<file path="src/hw/rtl/spq_pkg.sv">
package spq_pkg;

   // Default number of queue cells
   localparam int unsigned DEPTH_DEFAULT = 16;

   // Command codes
   localparam logic CMD_ENQUEUE = 1'b0;
   localparam logic CMD_DEQUEUE = 1'b1;

   // Status codes
   localparam logic [1:0] STATUS_OK    = 2'd0;
   localparam logic [1:0] STATUS_EMPTY = 2'd1;
   localparam logic [1:0] STATUS_FULL  = 2'd2;

   // Field widths
   localparam int unsigned PRIO_W   = 8;
   localparam int unsigned INFO_W   = 8;
   localparam int unsigned STATUS_W = 2;
   localparam int unsigned OCC_W    = 5;
   localparam int unsigned REQ_W    = 24;
   localparam int unsigned RSP_W    = 24;

   typedef struct packed {
      logic [PRIO_W-1:0] prio;
      logic [INFO_W-1:0] info;
   } entry_type;

   // Operation broadcast from the control to every cell
   typedef struct packed {
      logic      enq_go;
      logic      deq_go;
      entry_type new_entry;
   } op_type;

endpackage

</file>
<file path="src/hw/rtl/spq_cell.sv">
module spq_cell (
   input  logic               clock,
   input  spq_pkg::op_type    op,
   input  logic               occupied,
   input  logic               left_keep,
   input  spq_pkg::entry_type left_entry,
   input  spq_pkg::entry_type right_entry,
   output logic               keep,
   output spq_pkg::entry_type entry
);
   import spq_pkg::*;

   entry_type entry_ff;
   entry_type entry_in;

   // Held entry stays in place when it is served no later than the new one
   assign keep = occupied && (entry_ff.prio <= op.new_entry.prio);

   // Hold, insert, shift right on enqueue; shift left on dequeue
   always_comb begin
      entry_in = entry_ff;
      if (op.enq_go) begin
         if (keep) begin
            entry_in = entry_ff;
         end else if (left_keep) begin
            entry_in = op.new_entry;
         end else begin
            entry_in = left_entry;
         end
      end else if (op.deq_go) begin
         entry_in = right_entry;
      end
   end

   always_ff @(posedge clock) begin
      entry_ff <= entry_in;
   end

   assign entry = entry_ff;

endmodule

</file>
<file path="src/hw/rtl/sorted_insert_priority_queue.sv">
// Channel  Direction  tdata fields (lowest bit first)
// req      in         cmd[0], new_priority[8:1], new_info[16:9], zero[23:17]
// rsp      out        out_priority[7:0], out_info[15:8], status[17:16],
//                     occupancy[22:18], zero[23]
//
// One transaction a cycle while responses are taken: every cell updates in the
// cycle of acceptance, each looking only at its own compare result and its neighbors.
// A response is registered and available the cycle after acceptance.
// The request side stays ready while the response register is empty or being taken.
// Reset (synchronous) empties the queue and drops any pending response.
module sorted_insert_priority_queue #(
   parameter int unsigned DEPTH = spq_pkg::DEPTH_DEFAULT
) (
   input  logic                       clock,
   input  logic                       reset,
   input  logic                       req_tvalid,
   output logic                       req_tready,
   // cmd, new_priority, new_info, zero pad
   input  logic [spq_pkg::REQ_W-1:0]  req_tdata,
   output logic                       rsp_tvalid,
   input  logic                       rsp_tready,
   // out_priority, out_info, status, occupancy, zero pad
   output logic [spq_pkg::RSP_W-1:0]  rsp_tdata
);
   import spq_pkg::*;

   localparam int unsigned CW = $clog2(DEPTH + 1);

   logic            accept;
   logic            cmd;
   entry_type       new_entry;
   logic            full;
   logic            empty;
   op_type          op;
   logic [1:0]      status;
   entry_type       out_entry;

   logic [CW-1:0]   count_ff;
   logic [CW-1:0]   count_in;
   logic            rsp_valid_ff;
   logic            rsp_valid_in;
   logic [RSP_W-1:0] rsp_data_ff;
   logic [RSP_W-1:0] rsp_data_in;

   entry_type       cell_entry [DEPTH];
   logic            cell_keep  [DEPTH];
   logic            cell_occ   [DEPTH];

   // Decode the request transaction
   assign accept         = req_tvalid && req_tready;
   assign cmd            = req_tdata[0];
   assign new_entry.prio = req_tdata[PRIO_W:1];
   assign new_entry.info = req_tdata[PRIO_W+INFO_W:PRIO_W+1];

   assign full  = (count_ff == CW'(DEPTH));
   assign empty = (count_ff == '0);

   assign op.enq_go    = accept && (cmd == CMD_ENQUEUE) && !full;
   assign op.deq_go    = accept && (cmd == CMD_DEQUEUE) && !empty;
   assign op.new_entry = new_entry;

   // Row of cells, front at index zero
   for (genvar i = 0; i < DEPTH; i++) begin : g_cell
      entry_type left_e;
      entry_type right_e;
      logic      left_k;

      assign cell_occ[i] = (count_ff > CW'(i));

      if (i == 0) begin : g_first
         assign left_e = new_entry;
         assign left_k = 1'b1;
      end else begin : g_mid
         assign left_e = cell_entry[i-1];
         assign left_k = cell_keep[i-1];
      end

      if (i == DEPTH - 1) begin : g_last
         assign right_e = '0;
      end else begin : g_body
         assign right_e = cell_entry[i+1];
      end

      spq_cell u_cell (
         .clock      (clock),
         .op         (op),
         .occupied   (cell_occ[i]),
         .left_keep  (left_k),
         .left_entry (left_e),
         .right_entry(right_e),
         .keep       (cell_keep[i]),
         .entry      (cell_entry[i])
      );
   end

   // Advance the occupancy count
   always_comb begin
      count_in = count_ff;
      if (op.enq_go) begin
         count_in = count_ff + CW'(1);
      end else if (op.deq_go) begin
         count_in = count_ff - CW'(1);
      end
   end

   // Build the response
   always_comb begin
      status    = STATUS_OK;
      out_entry = '0;
      if (cmd == CMD_ENQUEUE) begin
         if (full) begin
            status = STATUS_FULL;
         end
      end else begin
         if (empty) begin
            status = STATUS_EMPTY;
         end else begin
            out_entry = cell_entry[0];
         end
      end
      rsp_data_in = {1'b0, OCC_W'(count_in), status, out_entry.info, out_entry.prio};
   end

   // Hold the response until it is taken
   assign req_tready   = !rsp_valid_ff || rsp_tready;
   assign rsp_valid_in = accept || (rsp_valid_ff && !rsp_tready);

   always_ff @(posedge clock) begin
      if (reset) begin
         count_ff     <= '0;
         rsp_valid_ff <= 1'b0;
      end else begin
         count_ff     <= count_in;
         rsp_valid_ff <= rsp_valid_in;
      end
   end

   always_ff @(posedge clock) begin
      if (accept) begin
         rsp_data_ff <= rsp_data_in;
      end
   end

   assign rsp_tvalid = rsp_valid_ff;
   assign rsp_tdata  = rsp_data_ff;

endmodule

</file>
<file path="config.mk">
export PLATFORM = sky130hd
export DESIGN_NAME = sorted_insert_priority_queue
export DESIGN_NICKNAME = d
export VERILOG_FILES = /design/src/hw/rtl/spq_pkg.sv /design/src/hw/rtl/spq_cell.sv /design/src/hw/rtl/sorted_insert_priority_queue.sv
export SDC_FILE = /design/constraint.sdc
export NUM_CORES = 1
export LEC_CHECK = 0
export ABC_AREA = 1
export BUFFER_PORTS_ARGS = -buffer_cell sky130_fd_sc_hd__buf_2
export CORE_ASPECT_RATIO = 1.2
export CORE_MARGIN = 5
export CORE_UTILIZATION = 46
export DETAILED_ROUTE_END_ITERATION = 12
export GPL_ROUTABILITY_DRIVEN = 0
export HOLD_SLACK_MARGIN = 0.06
export PLACE_DENSITY_LB_ADDON = 0.08
export SLEW_MARGIN = 20
export SYNTH_ARGS = -nofsm -noshare
export SYNTH_HDL_FRONTEND = slang
export SYNTH_HIERARCHICAL = 1
export SYNTH_SLANG_ARGS = --single-unit
export TNS_END_PERCENT = 5
</file>
<file path="constraint.sdc">
create_clock -name clock -period 5.95 [get_ports clock]
set_clock_uncertainty 0.05 [all_clocks]
set_input_delay 1.4875 -clock clock [delete_from_list [all_inputs] [get_ports clock]]
set_output_delay 1.4875 -clock clock [all_outputs]
set_load 0.05 [all_outputs]
</file>
### Yosys cells after proc, flatten, opt, wreduce, memory -nomap -nowiden

Cells that the tools add are included.

| storage, ports and cells | value |
|---|---|
| flip-flop bits (word level) | 285 |
| bits in latches | 0 |
| memory bits (writable) | 0 |
| bits in read-only memories | 0 |
| bits of input ports | 28 |
| output and inout bits | 26 |
| word-level logic and storage cells | 203 |
| memories | 0 |

| cells by class | value |
|---|---|
| add/sub/neg operators | 2 |
| $mul | 0 |
| div/mod/pow operators | 0 |
| magnitude comparators | 32 |
| eq/ne operators | 17 |
| shift-type cells | 0 |
| multiplexer cells | 68 |
| bitwise gates (word level) | 1 |
| reduce and logical (&&, ||, !) cells | 47 |

Operators with widths:

| kind | number |
|---|---|
| 16-bit 2-to-1 mux | 63 |
| 8-bit <= comparator | 16 |
| 5-bit by 4-bit > comparator with 1-bit output, second input constant | 8 |
| 2-bit inequality test, second input constant | 16 |
| 2-bit AND reduction | 16 |
| 1-bit logical AND | 22 |
| 5-bit by 3-bit > comparator with 1-bit output, second input constant | 4 |
| 5-bit by 1-bit > comparator with 1-bit output, second input constant | 2 |
| 5-bit by 2-bit > comparator with 1-bit output, second input constant | 2 |
| 5-bit 2-to-1 mux | 2 |
| 5-bit by 1-bit adder with 5-bit output, second input constant | 1 |
| 5-bit == test, second input constant | 1 |
| 5-bit zero test | 1 |
| 5-bit by 1-bit subtractor with 5-bit output, second input constant | 1 |
| 1-bit zero test | 4 |
| 2-bit 2-to-1 mux | 2 |
| 1-bit logical OR | 2 |
| 2-bit nonzero test | 1 |
| 2-bit OR reduction | 1 |
| 1-bit 2-to-1 mux | 1 |
| 1-bit NOT | 1 |

### Depth between registers and ports, before layout

Gate-level depths: netlist (run 1).

| logic depth | value |
|---|---|
| depth in word-level cells | 7 |
| gate-level depth with buffers | 16 |
| mapped depth without buffers | 15 |

### Cells and area by module

The synthesis (run 1) kept the hierarchy.

By module, submodules not included:

| module | times used | cells each | area an instance (µm²) | seq. area each (µm²) |
|---|---|---|---|---|
| spq_cell | 16 | 127 | 1,032.2 | 480.5 |
| sorted_insert_priority_queue | 1 | 179 | 1,564.0 | 810.8 |

### Worst setup path before layout (run 1)

Ideal clock, no wire load.

| timing | value |
|---|---|
| path kind | input -> register |
| from | input rsp_tready |
| to | register g_cell[0].u_cell.entry_ff (netlist bit g_cell[0].u_cell/entry[0]), enable pin |
| setup time | 0.362 ns |
| arrival | 4.321 ns |
| data required time | 5.538 ns |
| path slack | 1.217 ns |
| cell stages on the path | 8 |
| buffers on the path | 1 |
| cell sequence | inv_1 -> nand2_1 -> nand3_1 -> nor2_4 -> inv_2 -> buf_2 -> nand2_1 -> nand2_1 |

RTL lines:

| item | line | RTL |
|---|---|---|
| start: declaration | sorted_insert_priority_queue.sv:21 | `input logic rsp_tready,` |
| end signal: assignment | spq_cell.sv:36 | `entry_ff <= entry_in;` |
| end: declaration | spq_cell.sv:13 | `entry_type entry_ff;` |

==> results of run 1 <==
[cell type report]
| class | instances | area, um^2 |
|---|---|---|
| Fill cell | 3679 | 19100 |
| Clock buffer | 49 | 971 |
| Sequential cell | 285 | 8500 |
| Timing Repair Buffer | 58 | 348 |
| Inverter | 257 | 970 |
| Multi-Input combinational cell | 1623 | 8160 |
| Clock inverter | 12 | 185 |
| Tap cell | 526 | 658 |
[routing by layer]
layer	global-route usage	share of wire
met4	0.0952	0.043
met1	0.320	0.45
met3	0.0307	0.058
met2	0.373	0.45
met5	0	0.00045
[worst min path at each step]
stage / startpoint / to / cells after the start
final: g_cell[15].u_cell/entry[4]$_DFFE_PP_ / g_cell[14].u_cell/entry[4]$_DFFE_PP_ / 2
after global routing: g_cell[15].u_cell/entry[4]$_DFFE_PP_ / g_cell[14].u_cell/entry[4]$_DFFE_PP_ / 2
after CTS: g_cell[15].u_cell/entry[4]$_DFFE_PP_ / g_cell[14].u_cell/entry[4]$_DFFE_PP_ / 2
after detailed placement: g_cell[15].u_cell/entry[4]$_DFFE_PP_ / g_cell[14].u_cell/entry[4]$_DFFE_PP_ / 2
after global placement: g_cell[15].u_cell/entry[4]$_DFFE_PP_ / g_cell[14].u_cell/entry[4]$_DFFE_PP_ / 2
after floorplan: g_cell[15].u_cell/entry[0]$_DFFE_PP_ / g_cell[14].u_cell/entry[0]$_DFFE_PP_ / 2
[through the flow]
step / total power, mW / cell area [um^2] / std cells / worst slack, ps
after floorplan: 3.76 / 18200 / 2233 / 1220
after global placement: 4.14 / 18600 / 2749 / 1560
after detailed placement: 4.19 / 18600 / 2749 / 1540
after CTS: 6.37 / 19800 / 2810 / 2080
after global routing: 6.67 / 19800 / 2810 / 1830
final: 6.33 / 19800 / 2810 / 2050
[flip-flops by register name, summed over array words and instances (netlist names)]
signal / count
rsp_tdata: 23
g_cell.u_cell/entry: 256
rsp_tvalid: 1
count_ff: 5
[power by group through the flow]
stage / Sequential (mW) / Clock [mW] / Combinational [mW]
after floorplan: 2.80 / 0 / 0.959
after global placement: 2.84 / 0 / 1.30
after detailed placement: 2.84 / 0 / 1.34
after CTS: 2.80 / 2.22 / 1.35
after global routing: 2.83 / 2.30 / 1.54
final: 2.81 / 2.17 / 1.35
[worst register-to-register path: stages, from the launching register on]
cell and delay [ps]:
dfxtp_1 470, inv_1 210, ha_1 330, nand2_1 110
nor2_2 50, nor2_4 410, buf_12 380, inv_2 310
nand2_1 120, nand2_1 500
==> results.md, run 1 <==
- Status: complete, no violations
- Period utilization: 0.655
- RSZ-0062 raised after global routing: no
- Full die area: 0.0434 mm^2
- Synth warn: 6
- Most frequent cells in the layout: 516 x nand2_1, 340 x o21ai_0, 334 x nor2_1
- Finish-stage setup viols: 0
- Post-CTS Repair Setup Buffers: 0
- Input/output buffers: 45
- Router iterations before antenna repair: 7
- Hold Crit Class: flop to flop
- DRC: 0
- Fin util: 0.510
- R2R Setup Slk: 2550 ps
- Crit path from: req_tdata[6]
- Die height: 227 um
- Reg-to-Reg End: g_cell[6].u_cell/entry[0]$_DFFE_PP_
- Power share of the clock group: 0.343
- Total GRT Usage: 0.232
- Reg-to-reg startpoint: count_ff[0]$_SDFF_PP0_
- Commonest non-fill, non-tap cell in the layout: nand2_1
- Top Ports: 54
- Slew HR: 0.214
- CP Data Arrival Time: 4120 ps
- Final hold vios: 0
- GRT Residual Overflow: 0
- Clock latency at the later pin of the worst-skew pair: 520 ps
- Initial Utilization: 0.465
- WL final: 50,600 um
- # rows: 79
- CTS Buf Count: 34
- CTS sink count: 285
- Max-cap violation count: 0
- WS Path Type: primary input to flop
- CTS resizes: 0
- Die span in x: 191 um
- Comb pwr share: 0.213
- Worst Path Buf+Inv: 5
- Fmax: 257 MHz
- Root Buffer: clkbuf_16
- WP depth: 14
- Crit path launch type: primary input
- Pleak: 8.93 nW
- Post-DP HPWL: 36,500 um
- Syn Area/Cell: 8.18 um^2
- Power share of the sequential group: 0.443
- Max Slew Vio Count: 0
- Antenna violations before repair: 2
- Period minus WS final: 3900 ps
- Share of cells above drive strength 1: 0.0652
- Slew at the pin closest to its max-slew limit: 1180 ps
- Worst setup path endpoint: g_cell[6].u_cell/entry[2]$_DFFE_PP_
- Final Hold Slack: 503 ps
- Net switching power: 1.99 mW
- Syn-to-layout area delta: 9.50%
- 1st-iter DRT viols: 1,270
- Max Buffers Root-to-Sink: 3
- Hold buffers post-CTS: 0
- DR WL/cell: 18.0 um
- Pwr dens: 320 mW/mm^2
- Final nets: 2,421
- Worst-path clk slew: 60 ps
- Endpoint type of the worst setup path: flop
- Core area: 0.0388 mm^2
- H-tree levels: 2
- CP cell instances: buf_2 > buf_4 > inv_1 > ha_1 > a21oi_1 > nor2_1 > nor2_1 > nand2_1 > nand2_1 > nand2_1 > inv_1 > inv_2 > nor2_1 > o21ai_0
- CTS tree: done
- Net switching fraction of the power: 0.314
- Pint: 4.34 mW
- Peak VDD IR: 0.254 mV
- Vias per std cell: 5.40
- Ant. Diodes: 0
- Syn Std Cell Area: 0.0181 mm^2
- Cells after synthesis: 2,210
- Critical Path RT: 6170 ps
- Pin count of the biggest net entering global routing: 100
- CP Max Fanout: 19
- Post-DRT Antenna Nets: 0
- Total negative slack: 0 ps
- CP max-delay cell: buf_2
- Vias in the first global route: 14.5k
- DR vias: 15.2k
- First-pass GRT wire length: 79,800 um
- Worst r2r path cells: 9
- CP delay by family, top: buffers and inverters
- Slowest cell delay on critical path: 490 ps
(Power assumes the default switching activity.)
==> run 2, diff against run 1 <==
==> constraint.sdc (replaced) <==
create_clock -name clock -period 4.1 [get_ports clock]
set_clock_uncertainty 0.05 [all_clocks]
set_input_delay 1.025 -clock clock [delete_from_list [all_inputs] [get_ports clock]]
set_output_delay 1.025 -clock clock [all_outputs]
set_load 0.05 [all_outputs]
==> run 2 against run 1 <==
  * Wire length decreased by 3.1%
  * Count of clock-buffer cells in the layout shrank 13
  * Non-clock buffer count increased by 22
  * Cell area up 1.3%
  * Sequential cell count unchanged
  * Critical path type is now flop to flop
==> results.md, run 2 (synthesized netlist as in run 1, its figures left out) <==
- Initial Utilization: 0.465 (unchanged)
- Die height: 227 um (unchanged)
- Most frequent cells in the layout: 514 x nand2_1, 340 x o21ai_0, 334 x nor2_1 (was 516 x nand2_1, 340 x o21ai_0, 334 x nor2_1)
- Max-cap violation count: 0 (unchanged)
- Max Slew Vio Count: 0 (unchanged)
- H-tree levels: 1 (was 2)
- Hold Crit Class: flop to flop (unchanged)
- Die span in x: 191 um (unchanged)
- WL final: 49,100 um (was 50,600 um)
- Setup Slack @ Placement: 567 ps (was 1540 ps)
- DR WL/cell: 17.4 um (was 18.0 um)
- Input/output buffers: 45 (unchanged)
- Total negative slack: 0 ps (unchanged)
- First-pass GRT wire length: 77,200 um (was 79,800 um)
- Commonest non-fill, non-tap cell in the layout: nand2_1 (unchanged)
- Slew at the pin closest to its max-slew limit: 825 ps (was 1180 ps)
- Comb pwr share: 0.218 (was 0.213)
- CTS Buf Count: 31 (was 34)
- 1st-iter DRT viols: 1,208 (was 1,270)
- Pleak: 9.06 nW (was 8.93 nW)
- Top Ports: 54 (unchanged)
- Net switching fraction of the power: 0.311 (was 0.314)
- Crit path launch type: flop (was primary input)
- Post-DRT Antenna Nets: 0 (unchanged)
- Core area: 0.0388 mm^2 (unchanged)
- Post-CTS Repair Setup Buffers: 0 (unchanged)
- Pin count of the biggest net entering global routing: 101 (was 100)
- Full die area: 0.0434 mm^2 (unchanged)
- Fmax: 314 MHz
- Share of cells above drive strength 1: 0.0756 (was 0.0652)
- DR vias: 15.0k (was 15.2k)
- Largest register FFs: 256 (unchanged)
- CP Max Fanout: 16 (was 19)
- Total GRT Usage: 0.222 (was 0.232)
- Period utilization: 0.778
- Slew HR: 0.443 (was 0.214)
- DRC: 0 (unchanged)
- Pint: 6.32 mW (was 4.34 mW)
- Design area: 0.0200 mm^2 (was 0.0198 mm^2)
- CTS sink count: 285 (unchanged)
- Clock latency at the later pin of the worst-skew pair: 570 ps (was 520 ps)
- RSZ-0062 raised after global routing: no (unchanged)
- Period minus WS final: 3190 ps
- CTS resizes: 0 (unchanged)
- Power share of the sequential group: 0.444 (was 0.443)
- Post-DP HPWL: 36,900 um (was 36,500 um)
- Pwr dens: 458 mW/mm^2 (was 320 mW/mm^2)
- Endpoint type of the worst setup path: flop (unchanged)
- Vias per std cell: 5.32 (was 5.40)
- Final hold vios: 0 (unchanged)
- Worst setup margin: 911 ps (was 2050 ps)
- WS Path Type: flop to flop (was primary input to flop)
- Finish-stage setup viols: 0 (unchanged)
- Net switching power: 2.86 mW (was 1.99 mW)
- Ant. Diodes: 0 (unchanged)
- Critical Path RT: 4210 ps (was 6170 ps)
- Hold buffers post-CTS: 0 (unchanged)
- Root Buffer: clkbuf_16 (unchanged)
- Router iterations before antenna repair: 5 (was 7)
- Antenna violations before repair: 0 (was 2)
- GRT Residual Overflow: 0 (unchanged)
- Final nets: 2,440 (was 2,421)
- Worst-path clk slew: 60 ps (about the same)
- Placed Area: 0.0189 mm^2 (was 0.0186 mm^2)
- Final Hold Slack: 490 ps (was 503 ps)
- Status: complete, no violations (unchanged)
- Non-filler instance count after layout: 2,828 (was 2,810)
- CP Data Arrival Time: 3300 ps (was 4120 ps)
- Syn-to-layout area delta: 10.9% (was 9.50%)
- Peak VDD IR: 0.354 mV (was 0.254 mV)
- CTS tree: done (unchanged)
- # rows: 79 (unchanged)
- DP Cell Count: 2,771 (was 2,749)
- Max Buffers Root-to-Sink: 3 (unchanged)
- Power share of the clock group: 0.338 (was 0.343)
- Vias in the first global route: 14.3k (was 14.5k)
-- run 2: cell count changes in the layout (fill, tap and decap cells not counted), sizes merged --
cell / previous run / this run
clkinvlp: 1 / 3
clkinv: 7 / 10
clkbuf: 49 / 36
bufinv: 5 / 9
buf: 58 / 80
-- run 2: stage by stage --
step / utilization / total power, mW
floorplan: - / 5.46
global placement: 0.487 / 6.04
detailed placement: 0.487 / 6.12
CTS: 0.516 / 9.24
global route: 0.516 / 9.66
finish: 0.516 / 9.17
-- run 2: area by class of cell --
class	instances	area, um^2
Sequential cell	285	8500
Timing Repair Buffer	80	626
Tap cell	526	658
Clock inverter	21	333
Clock buffer	36	795
Multi-Input combinational cell	1623	8170
Fill cell	3702	18800
Inverter	257	970
-- run 2: per-layer routing --
metal | GRT usage | part of all wire | wire (um)
met3 | 0.0253 | 0.063 | 3070
met2 | 0.375 | 0.46 | 22800
met4 | 0.0633 | 0.027 | 1310
met5 | 0 | 0 | 0
met1 | 0.306 | 0.45 | 22000
-- run 2: power groups by stage --
stage,clock [mW],sequential (mW),combinational (mW)
floorplan,0,4.07,1.39
global placement,0,4.11,1.92
detailed placement,0,4.13,1.99
CTS,3.17,4.07,2.00
global route,3.27,4.11,2.28
finish,3.11,4.07,2.00
-- run 2: final timing paths --
path,cells past startpoint,to,startpoint,slack [ps]
worst min register to register,2,rsp_tvalid$_SDFF_PP0_,rsp_tvalid$_SDFF_PP0_,490
worst min-delay path,2,rsp_tvalid$_SDFF_PP0_,rsp_tvalid$_SDFF_PP0_,490
worst max-delay path,6,g_cell[9].u_cell/entry[8]$_DFFE_PP_,count_ff[4]$_SDFF_PP0_,910
worst max register to register,6,g_cell[9].u_cell/entry[8]$_DFFE_PP_,count_ff[4]$_SDFF_PP0_,910
-- run 2: worst max-delay path, cell delays in order, from the launching register on --
cell and delay (ps):
dfxtp_1 570, clkinv_1 340, a31oi_1 610, a21boi_0 570
nand2_1 140, nand2_1 90, nand2_1 400
